[src/rtl/rwmm_pkg.sv]
// Shared types and constants for the running window min/max filter.
// No dependencies; used by every file under rtl/.
package rwmm_pkg;

    localparam int NUM_CELLS = 15;               // sample cells in the chain
    localparam int SAMPLE_W  = 8;
    localparam int HALF_W    = 3;                // window_half register width
    localparam int CNT_W     = 4;                // samples seen, saturating at NUM_CELLS
    localparam int IDX_W     = 4;                // cell index
    localparam logic [HALF_W-1:0] HALF_RESET = 3'd2;

    typedef enum logic [1:0] {
        ST_IDLE,
        ST_ISSUE,
        ST_DRAIN
    } t_state;

    // One window request travelling along the chain, folding max/min as it goes.
    typedef struct packed {
        logic                valid;
        logic [IDX_W-1:0]    lo;
        logic [IDX_W-1:0]    hi;
        logic                last;
        logic [SAMPLE_W-1:0] mx;
        logic [SAMPLE_W-1:0] mn;
    } t_wave;

endpackage

[src/rtl/rwmm_cell.sv]
// One cell of the filter chain: holds one sample of the line history and
// one stage of the max/min fold. Depends on rwmm_pkg.
module rwmm_cell (
    input  logic                     i_clk,
    input  logic                     i_rst_n,
    input  logic [rwmm_pkg::IDX_W-1:0]    i_index,
    input  logic                     i_shift,
    input  logic [rwmm_pkg::SAMPLE_W-1:0] i_sample,
    output logic [rwmm_pkg::SAMPLE_W-1:0] o_sample,
    input  logic                     i_en,
    input  rwmm_pkg::t_wave          i_wave,
    output rwmm_pkg::t_wave          o_wave
);
    import rwmm_pkg::*;

    logic [SAMPLE_W-1:0] r_sample;
    t_wave               r_wave;
    t_wave               n_wave;
    logic                in_range;

    always_ff @(posedge i_clk) begin
        if (i_shift) begin
            r_sample <= i_sample;
        end
    end

    assign in_range = (i_wave.lo <= i_index) && (i_index <= i_wave.hi);

    always_comb begin
        n_wave = i_wave;
        if (in_range) begin
            if (r_sample > i_wave.mx) n_wave.mx = r_sample;
            if (r_sample < i_wave.mn) n_wave.mn = r_sample;
        end
    end

    // only the valid bit is reset; the payload just follows the enable
    always_ff @(posedge i_clk) begin
        if (!i_rst_n) begin
            r_wave.valid <= 1'b0;
        end else if (i_en) begin
            r_wave.valid <= n_wave.valid;
        end
        if (i_en) begin
            r_wave.lo   <= n_wave.lo;
            r_wave.hi   <= n_wave.hi;
            r_wave.last <= n_wave.last;
            r_wave.mx   <= n_wave.mx;
            r_wave.mn   <= n_wave.mn;
        end
    end

    assign o_sample = r_sample;
    assign o_wave   = r_wave;

endmodule

[src/rtl/rwmm_seq.sv]
// Sequencer: takes input beats and the window_half register, tracks the
// line position and issues one window request per result. Depends on rwmm_pkg.
module rwmm_seq (
    input  logic                          i_clk,
    input  logic                          i_rst_n,
    input  logic                          i_valid,
    output logic                          o_ready,
    input  logic                          i_eol,
    input  logic                          i_cfg_valid,
    input  logic [rwmm_pkg::HALF_W-1:0]   i_cfg_data,
    input  logic                          i_en,
    output logic                          o_shift,
    output rwmm_pkg::t_wave               o_wave
);
    import rwmm_pkg::*;

    localparam logic [IDX_W-1:0] DRAIN_LOAD = IDX_W'(NUM_CELLS - 1);

    t_state            r_state, n_state;
    logic [HALF_W-1:0] r_half;
    logic [HALF_W-1:0] r_hh;
    logic [CNT_W-1:0]  r_seen;
    logic [CNT_W-1:0]  r_k;
    logic              r_eol;
    logic              r_first;
    logic [HALF_W-1:0] r_o;
    logic [IDX_W-1:0]  r_drain;

    logic              accept;
    logic [CNT_W-1:0]  k_new;
    logic              have;
    logic [HALF_W-1:0] o_cur;
    logic [IDX_W-1:0]  hi_full;
    logic [IDX_W-1:0]  k_top;

    assign accept = i_valid && o_ready;
    assign k_new  = (r_seen < CNT_W'(NUM_CELLS)) ? r_seen + 1'b1 : r_seen;

    // pending result: the centered one first, then the tail on end of line
    assign have    = r_first || (r_eol && (r_o != '0));
    assign o_cur   = r_first ? r_hh : r_o - 1'b1;
    assign hi_full = IDX_W'(o_cur) + IDX_W'(r_hh);
    assign k_top   = r_k - 1'b1;

    always_comb begin
        o_wave.valid = (r_state == ST_ISSUE) && have;
        o_wave.lo    = (o_cur > r_hh) ? IDX_W'(o_cur - r_hh) : '0;
        o_wave.hi    = (hi_full < k_top) ? hi_full : k_top;
        o_wave.last  = r_first ? (r_eol && (r_hh == '0)) : (r_o == HALF_W'(1));
        o_wave.mx    = '0;
        o_wave.mn    = '1;
    end

    always_ff @(posedge i_clk) begin
        if (!i_rst_n) begin
            r_state <= ST_IDLE;
        end else begin
            r_state <= n_state;
        end
    end

    always_comb begin
        n_state = r_state;
        o_ready = 1'b0;
        unique case (r_state)
            ST_IDLE: begin
                o_ready = 1'b1;
                if (i_valid) n_state = ST_ISSUE;
            end
            ST_ISSUE: begin
                if (i_en && !have) begin
                    n_state = (r_drain <= IDX_W'(1)) ? ST_IDLE : ST_DRAIN;
                end
            end
            ST_DRAIN: begin
                if (i_en && (r_drain == IDX_W'(1))) n_state = ST_IDLE;
            end
            default: n_state = ST_IDLE;
        endcase
    end

    assign o_shift = accept;

    always_ff @(posedge i_clk) begin
        if (!i_rst_n) begin
            r_half  <= HALF_RESET;
            r_seen  <= '0;
            r_first <= 1'b0;
            r_eol   <= 1'b0;
            r_o     <= '0;
            r_drain <= '0;
        end else begin
            if (i_cfg_valid) r_half <= i_cfg_data;
            if (accept) begin
                r_seen  <= i_eol ? '0 : k_new;
                r_eol   <= i_eol;
                r_first <= k_new > CNT_W'(r_half);
                r_o     <= (k_new > CNT_W'(r_half)) ? r_half : k_new[HALF_W-1:0];
                r_drain <= '0;
            end else if (i_en) begin
                if ((r_state == ST_ISSUE) && have) begin
                    if (r_first) r_first <= 1'b0;
                    else         r_o     <= r_o - 1'b1;
                    r_drain <= DRAIN_LOAD;
                end else if (r_drain != '0) begin
                    r_drain <= r_drain - 1'b1;
                end
            end
        end
    end

    always_ff @(posedge i_clk) begin
        if (accept) begin
            r_hh <= r_half;
            r_k  <= k_new;
        end
    end

endmodule

[src/rtl/running_window_min_max_filter.sv]
// Top level of the running window min/max filter: sequencer plus a chain
// of NUM_CELLS sample cells. Depends on rwmm_pkg, rwmm_seq and rwmm_cell.
//
//   channel  | direction | handshake                      | payload
//   ---------+-----------+--------------------------------+---------------------------------
//   s_axis   | in        | i_s_axis_tvalid/o_s_axis_tready | tdata[7:0] sample, tlast eol
//   m_axis   | out       | o_m_axis_tvalid/i_m_axis_tready | tdata max/min, tlast last of line
//   cfg      | in        | i_cfg_valid/o_cfg_ready         | window_half (3 bits)
//
// Each result of an input beat is a request that crosses the 15-cell chain,
// one cell per cycle while m_axis does not stall, and the stored samples hold
// still meanwhile; no new beat is taken until the sequencer is idle again.
// i_rst_n is synchronous, active low; window_half resets to 2 and the line
// position to zero. Sample cells are not cleared.
// A stall on m_axis freezes the whole chain; the output stage is the last cell.
module running_window_min_max_filter (
    input  logic        i_clk,
    input  logic        i_rst_n,
    // s_axis
    input  logic        i_s_axis_tvalid,
    output logic        o_s_axis_tready,
    input  logic [7:0]  i_s_axis_tdata,   // [7:0] sample
    input  logic        i_s_axis_tlast,   // end_of_line
    // m_axis
    output logic        o_m_axis_tvalid,
    input  logic        i_m_axis_tready,
    output logic [15:0] o_m_axis_tdata,   // [7:0] max_value, [15:8] min_value
    output logic        o_m_axis_tlast,   // last_of_line
    // configuration
    input  logic        i_cfg_valid,
    output logic        o_cfg_ready,
    input  logic [2:0]  i_cfg_data        // window_half
);
    import rwmm_pkg::*;

    t_wave               w_wave   [NUM_CELLS+1];
    logic [SAMPLE_W-1:0] w_sample [NUM_CELLS+1];
    logic [NUM_CELLS-2:0] w_busy;   // requests still folding inside the chain
    logic                en;
    logic                shift;

    // chain advances whenever the output stage is empty or being drained
    assign en          = !w_wave[NUM_CELLS].valid || i_m_axis_tready;
    assign o_cfg_ready = 1'b1;
    assign w_sample[0] = i_s_axis_tdata;

    rwmm_seq u_seq (
        .i_clk       (i_clk),
        .i_rst_n     (i_rst_n),
        .i_valid     (i_s_axis_tvalid),
        .o_ready     (o_s_axis_tready),
        .i_eol       (i_s_axis_tlast),
        .i_cfg_valid (i_cfg_valid),
        .i_cfg_data  (i_cfg_data),
        .i_en        (en),
        .o_shift     (shift),
        .o_wave      (w_wave[0])
    );

    // cell i holds the sample i positions back from the newest one
    for (genvar i = 0; i < NUM_CELLS; i++) begin : g_cell
        rwmm_cell u_cell (
            .i_clk    (i_clk),
            .i_rst_n  (i_rst_n),
            .i_index  (IDX_W'(i)),
            .i_shift  (shift),
            .i_sample (w_sample[i]),
            .o_sample (w_sample[i+1]),
            .i_en     (en),
            .i_wave   (w_wave[i]),
            .o_wave   (w_wave[i+1])
        );
    end

    for (genvar i = 0; i < NUM_CELLS - 1; i++) begin : g_busy
        assign w_busy[i] = w_wave[i+1].valid;
    end

    assign o_m_axis_tvalid = w_wave[NUM_CELLS].valid;
    assign o_m_axis_tdata  = {w_wave[NUM_CELLS].mn, w_wave[NUM_CELLS].mx};
    assign o_m_axis_tlast  = w_wave[NUM_CELLS].last;

`ifndef SYNTHESIS
    // samples may only shift while no request is still folding
    a_no_shift_busy: assert property (@(posedge i_clk) disable iff (!i_rst_n)
        (i_s_axis_tvalid && o_s_axis_tready) |-> (w_busy == '0))
        else $error("input taken while requests in flight");

    // a window is never empty, so max never falls below min
    a_max_ge_min: assert property (@(posedge i_clk) disable iff (!i_rst_n)
        o_m_axis_tvalid |-> (o_m_axis_tdata[7:0] >= o_m_axis_tdata[15:8]))
        else $error("max below min on output");

    // one beat at a time: the sequencer is busy right after taking one
    a_busy_after_take: assert property (@(posedge i_clk) disable iff (!i_rst_n)
        (i_s_axis_tvalid && o_s_axis_tready) |=> !o_s_axis_tready)
        else $error("input ready right after a beat");
`endif

endmodule

[config.mk]
export PLATFORM = sky130hd
export DESIGN_NAME = running_window_min_max_filter
export DESIGN_NICKNAME = d
export VERILOG_FILES = /design/src/rtl/rwmm_pkg.sv /design/src/rtl/rwmm_cell.sv /design/src/rtl/rwmm_seq.sv /design/src/rtl/running_window_min_max_filter.sv
export SDC_FILE = /design/constraint.sdc
export NUM_CORES = 1
export LEC_CHECK = 0
export BUFFER_PORTS_ARGS = -buffer_cell sky130_fd_sc_hd__buf_2
export CAP_MARGIN = 15
export CORE_AREA = 2 2 214 195
export DETAILED_ROUTE_END_ITERATION = 16
export DIE_AREA = 0 0 216 197
export GPL_TIMING_DRIVEN = 0
export PLACE_DENSITY = 0.79
export SLEW_MARGIN = 20
export SYNTH_ARGS = -nofsm -noshare
export SYNTH_HDL_FRONTEND = slang
export SYNTH_SLANG_ARGS = --single-unit
[constraint.sdc]
create_clock -name i_clk -period 16.7 [get_ports i_clk]
set_input_delay 0.835 -clock i_clk [delete_from_list [all_inputs] [get_ports i_clk]]
set_output_delay 0.835 -clock i_clk [all_outputs]
set_load 0.05 [all_outputs]
# Word level (Yosys, flattened, before mapping)

Index checks and enable logic that the tools add are counted.

Magnitude comparators: 65
Eq/ne operators: 8
Shift-type cells: 0
Bitwise operators: 1
Multipliers: 0
Reductions and logical operators: 39
Multiplexer cells: 64
Div/mod/pow operators: 0
Add/sub/neg operators: 6

Operators with widths:

| kind                                                           | count |
|---|---|
| 2-to-1 mux 16 bit                                              | 14 |
| 2-to-1 mux 8 bit                                               | 28 |
| > comparator 8 bit                                             | 14 |
| less-than comparator 8 bit                                     | 14 |
| less-or-equal comparator 4 bit, first input constant           | 7 |
| less-or-equal comparator 4 bit, second input constant          | 7 |
| 2-to-1 mux 4 bit                                               | 6 |
| logical AND 1 bit                                              | 21 |
| 2-to-1 mux 3 bit                                               | 6 |
| less-or-equal comparator 3 x 4 -> 1 bit, first input constant  | 4 |
| less-or-equal comparator 4 x 3 -> 1 bit, second input constant | 4 |
| less-or-equal comparator 4 x 1 -> 1 bit, second input constant | 3 |
| > comparator 8 x 1 -> 1 bit, second input constant             | 1 |
| less-or-equal comparator 1 x 4 -> 1 bit, first input constant  | 2 |
| less-or-equal comparator 2 x 4 -> 1 bit, first input constant  | 2 |
| less-or-equal comparator 4 x 2 -> 1 bit, second input constant | 2 |
| less-than comparator 8 bit, second input constant              | 1 |
| 2-to-1 mux 2 bit                                               | 4 |
| AND reduction 2 bit                                            | 4 |
| subtractor 4 x 1 -> 4 bit, second input constant               | 2 |
| one-hot mux 2 bit (3 select lines)                             | 1 |
| AND reduction 3 bit                                            | 2 |
| nonzero test 2 bit                                             | 3 |
| 2-to-1 mux 1 bit                                               | 5 |
| 22 further kinds                                               | 26 |

Bits of input ports: 17
Memories kept: 0
Register bits after elaboration: 527
Bits in latches: 0
Logic and storage cells: 295
ROM bits: 0
Bits in writable memories: 0

# Depth between registers and ports, before layout

Depth after elaboration: 8
Mapped depth: 15

# By module

A second synthesis with hierarchy kept.

Cell total of the unflattened synthesis: 2203
Area, all modules: 29732.3 µm²

Modules (own cells, without submodules):

| module                        | times used | area an instance (µm²) | cells an instance |
|---|---|---|---|
| rwmm_cell                     | 15         | 1855.5                 | 133 |
| rwmm_seq                      | 1          | 1878.1                 | 204 |
| running_window_min_max_filter | 1          | 21.3                   | 4 |

# Least setup slack after synthesis

OpenSTA, ideal clock, no wires.

Path kind: input to register
Start point: input port i_m_axis_tready
End point: register g_cell[0].u_cell.r_wave, in the netlist g_cell[0].u_cell.o_wave[0], enable pin
Data required time: 15827 ps
Stages on the path: 3
Library setup time: 873 ps
Buffers on the path: 1
Data arrival time: 11086 ps
Setup slack: 4742 ps
Path through: nor2b_1 -> inv_1 -> clkbuf_1

Word-level cells in the longest chain between the ends: 1

Ends and longest elaborated chain:

| element          | RTL line                            | text |
|---|---|---|
| from (decl)      | running_window_min_max_filter.sv:26 | `input logic i_m_axis_tready,` |
| logical OR 1 bit | running_window_min_max_filter.sv:43 | `assign en = !w_wave[NUM_CELLS].valid \|\| i_m_axis_tready;` |
| named net en     | running_window_min_max_filter.sv:39 | `logic en;` |
| to (decl)        | rwmm_cell.sv:17                     | `t_wave r_wave;` |

The timed path passes the listed nets, and every way through them passes these cells.
A chain may end at the register's enable or synchronous reset.

# Worst setup path after layout

Start point: register u_seq.r_o[0]
End point: register g_cell[0].u_cell.r_wave, in the netlist g_cell[0].u_cell.o_wave[1], data pin

Word-level cells in the longest chain between the ends: 8
Elaborated cells on any way between the ends: 12
Classes of those cells: add/sub: 3; order compare: 4; mux: 3; reduce/logical: 2

Ends and longest elaborated chain:

| element                                 | RTL line        | text |
|---|---|---|
| from (decl)                             | rwmm_seq.sv:26  | `logic [HALF_W-1:0] r_o;` |
| from (signal assigned)                  | rwmm_seq.sv:98  | `r_o <= (k_new > CNT_W'(r_half)) ? r_half : k_new[HALF_W-1:0];` |
| from (signal assigned)                  | rwmm_seq.sv:103 | `else r_o <= r_o - 1'b1;` |
| subtractor 3 x 1 -> 3 bit (*)           | rwmm_seq.sv:41  | `assign o_cur = r_first ? r_hh : r_o - 1'b1;` |
| 2-to-1 mux 3 bit (*)                    | rwmm_seq.sv:41  |  |
| adder 3 x 3 -> 4 bit                    | rwmm_seq.sv:42  | `assign hi_full = IDX_W'(o_cur) + IDX_W'(r_hh);` |
| less-than comparator 4 bit              | rwmm_seq.sv:48  | `o_wave.hi = (hi_full < k_top) ? hi_full : k_top;` |
| 2-to-1 mux 4 bit                        | rwmm_seq.sv:48  |  |
| less-or-equal comparator 1 x 4 -> 1 bit | rwmm_cell.sv:27 | `assign in_range = (i_wave.lo <= i_index) && (i_index <= i_wave.hi);` |
| logical AND 1 bit (*)                   | rwmm_cell.sv:27 |  |
| AND reduction 2 bit (no line) (*)       | n/a             |  |

Every way passes the cells marked *; elsewhere a longest branch is shown, timed or not.

==> metrics.md <==
| Metric | Value |
|---|---|
| Outcome | finished clean |
| Relative slew slack | 54.6% |
| Setup TNS | 0 ns |
| Critical Path Most Common Cell | inv_1 |
| CTS root buf | clkbuf_16 |
| Total power | 5.42 mW |
| Post-Syn Nets | approximately 2k |
| Worst-margin pin slew | a little under 0.7 ns |
| Hold Fails Final Rpt | 0 |
| Crit path DAT | roughly 4.1 ns |
| H-tree levels | 2 |
| # diodes | 0 |
| Cell breakdown of the critical path | inv_1 -> ha_1 -> nor2b_1 -> a21oi_1 -> inv_1 -> fa_1 -> inv_1 -> fa_1 -> nor2b_1 -> a21o_1 -> a22oi_1 -> o21a_1 -> clkbuf_1 -> or2_2 |
| DRT antenna net count | 0 |
| XOR/XNOR Fraction of Synth Area | 0.209% |
| Die Y | 197 um |
| Top Family by Delay on Critical Path | adder cells |
| WS Path Type | register to register |
| Final setup viols | 0 |
| Hold_buf cts | 0 |
| Number of fill cells | approximately 2.7k |
| Sequential area share after synthesis | roughly 61% |
| Tcrit/Tclk final | 22.3% |
| Clock sink count | 526 |
| Nets | roughly 2.1k |
| CTS tree | yes |
| Final Util | a little over two thirds |
| Async SR Flop Fraction | 0% |
| Drt total wl | 44,400 um |
| Die Wd | approximately 220 um |
| Post-synthesis compound-gate area fraction | 6.94% |
| Layout cells sized above 1 | 20.9% |
| Pwr/cell area | 194 nW/um^2 |
| RSZ-0062 raised after global routing | false |
| Post-synth top flop | edfxtp_1 |
| Synth cell types | 68 |
| CTS clk-pin slew, worst paths | ~0.060 ns |
| DR DRC count | 0 |
| Largest net degree at the start of global routing | 94 |
| Area grow syn2layout | 11.2% |
| Synthesized area per cell | 14.3 sq um |
| Mapped cell area | 25,200 sq um |
| Gr usage total | 21.7% |
| Num ports | 37 |
| Final Slew Violations | 0 |
| Flop2flop setup slack | approximately 13 ns |
| Vias | ~14k |
| Worst r2r path cells | 14 |
| Vias in the first global route | 14.6k |
| Slowest cell on crit path | fa_1 |
| Placed Cells | 2,339 |
| Cts bufs inserted | 53 |
| Initial DRT Pass Iterations | 5 |
| Post-CTS sizing | 0 |
| IO Port Bufs | 35 |
| P_leak | 11.4 nW |
| Clk_lat worst skew | 0.60 ns |
| CP Launch Type | register |
| Initial core utilization | 62.5% |
| Post-synthesis simple-gate area fraction | 5.70% |
| Hold Path Depth | 0 |
| Number of synthesized register bits | 526 |
| Overflow after GRT | 0 |
| Postcts setup bufs | 0 |
| Critical path required time | approximately 17 ns |
| CP Capture Type | register |
| Site row count | 70 |
| Post-Synthesis Cells | 1,756 |
| DR WL/cell | 18.2 um |
| Critical path fanouts, max | 10 |
| WP buf/inv | 4 |
| F_max | 0.269 GHz |
| Synth warn | 0 |
| Crit. path cell count | 14 |
| Post-synthesis mux area share | 10.4% |
| Crit path largest cell delay | around 0.45 ns |
| Final clock skew | 0.0230 ns |
| Hold Slack | 0.403 ns |
| Wire length of the first global-routing pass | between 70,000 and 80,000 um |
| Die area | 42,600 sq um |
| Final Wtd Congestion | 0.822 |
| Max VDD drop | ~0.13 mV |
| Final min period | between 3 and 4 ns |
| Adder-cell share of the synthesized area | 11.6% |
| Initial antenna violation count | 0 |
| Fin cells | 2,436 |
| DP HPWL | about 31,000 um |
| Main combinational cell family by area after synthesis | adder cells |
| Number of flops mapped to enable cells by yosys | 493 |
| Clock Tree Buf Depth | 3 |
| Core area | 40,300 sq um |
| Max cap viols | 0 |
| Hold Path Class | register to register |
| 1st-iter DRT viols | approximately 1.1k |
| Via-to-Cell Ratio | 5.70 |
[area by class of cell]
cell class | instances | area [sq um] | area share (%)
Sequential cell | 526 | 15500 | 55.2
Timing Repair Buffer | 43 | 380 | 1.36
Tap cell | 540 | 676 | 2.41
Buffer | 14 | 67.6 | 0.241
Inverter | 233 | 882 | 3.15
Multi-Input combinational cell | 983 | 8780 | 31.4
Clock buffer | 64 | 1410 | 5.03
Clock inverter | 33 | 347 | 1.24
[power breakdown]
| group | internal [mW] | leakage, nW | switching, mW |
|---|---|---|---|
| registers | 2.14 | 5.43 | 0.316 |
| clock network | 0.696 | 0.841 | 0.491 |
| logic | 0.847 | 5.17 | 0.931 |
[routing by layer]
layer	track usage (%)	vias to the layer above	part of all wire, %
li1	-	6735	-
met1	27.0	6783	42
met2	38.4	290	51
met3	4.54	88	5.4
met4	6.52	0	2.2
met5	0	-	0
[logic make-up after synthesis]
group	Yosys count
DFF	526
AOI/OAI and AO/OA	240
other	1
adders and majority gates	232
and+or+nand+nor	271
muxes	233
xor gates and xnor gates	6
buffers and inverters	247
[flip-flops by register name, summed over array words and instances (netlist names)]
register	count
u_seq.r_state	2
u_seq.r_k	4
u_seq.r_drain	4
u_seq.r_o	3
u_seq.r_half	3
g_cell.u_cell.o_wave	381
g_cell.u_cell.o_sample	120
u_seq.r_first	1
u_seq.r_hh	3
u_seq.r_seen	4
u_seq.r_eol	1
[final timing paths]
kind                                          start                                       end
max                       u_seq.r_o[0]$_SDFFE_PN0P_  g_cell[0].u_cell.o_wave[1]$_SDFFCE_PN1N_
min          g_cell[10].u_cell.o_wave[16]$_DFFE_PN_    g_cell[11].u_cell.o_wave[16]$_DFFE_PN_
max reg2reg               u_seq.r_o[0]$_SDFFE_PN0P_  g_cell[0].u_cell.o_wave[1]$_SDFFCE_PN1N_
min reg2reg  g_cell[10].u_cell.o_wave[16]$_DFFE_PN_    g_cell[11].u_cell.o_wave[16]$_DFFE_PN_
[cell usage after synthesis (3+ instances only)]
cell / count / area (sq um)
a211o_1: 5 / 43.8
a211oi_1: 21 / 158
a211oi_4: 3 / 60.1
a21o_1: 13 / 97.6
a21oi_1: 87 / 435
a21oi_2: 4 / 35.0
a221oi_1: 3 / 26.3
a22oi_1: 5 / 37.5
a31oi_1: 5 / 31.3
a31oi_4: 3 / 63.8
and3_1: 4 / 25.0
and4_1: 10 / 87.6
buf_2: 6 / 30.0
clkbuf_1: 6 / 22.5
dfxtp_1: 33 / 661
edfxtp_1: 493 / 14800
fa_1: 3 / 60.1
ha_1: 229 / 2870
inv_1: 232 / 871
mux2_2: 225 / 2530
mux2i_1: 7 / 70.1
nand2_1: 64 / 240
nand2b_1: 14 / 87.6
nand3_1: 23 / 115
nand4_1: 33 / 206
nor2_1: 65 / 244
nor2b_1: 31 / 194
nor3_1: 5 / 25.0
o2111ai_1: 5 / 43.8
o211ai_1: 16 / 120
o21a_1: 6 / 45.0
o21ai_0: 32 / 160
o21ai_1: 4 / 20.0
o21ai_2: 3 / 26.3
o31ai_1: 4 / 30.0
o31ai_4: 9 / 191
or2_2: 8 / 50.1
xnor2_1: 5 / 43.8
[placed cells by master (no fill, tap or decap), drive strengths merged, types with 4 or more instances in the layout]
cell type  count
clkbuf        70
or2            8
nand4         33
o21ai         39
o31ai         13
nor3           6
mux2         226
and4          10
nand2         64
o2111ai        5
a22oi          5
a211oi        25
buf           51
a21o          13
clkinv        20
nor2b         31
and3           4
a211o          5
a31oi          8
clkinvlp       6
nand3         23
nor2          65
bufinv         6
a21oi         91
o211ai        16
dfxtp         33
ha           229
edfxtp       493
xnor2          5
mux2i          7
nand2b        15
o21a           6
inv          234
[stage by stage]
step | cell area (sq um) | setup WS, ns
after floorplan | 25200 | 4.74
after global placement | 26000 | 1.14
after detailed placement | 26300 | 12.94
after CTS | 28000 | 12.92
after global routing | 28000 | 12.64
final | 28000 | 12.98
[worst register-to-register path, stage by stage (launching register included)]
cell and delay (ns):
dfxtp_1 0.38, inv_1 0.11, ha_1 0.29, nor2b_1 0.15, a21oi_1 0.35, inv_1 0.10, fa_1 0.36, inv_1 0.08
fa_1 0.45, nor2b_1 0.17, a21o_1 0.13, a22oi_1 0.07, o21a_1 0.28, clkbuf_1 0.24, or2_2 0.31
(Power assumes the default switching activity.)
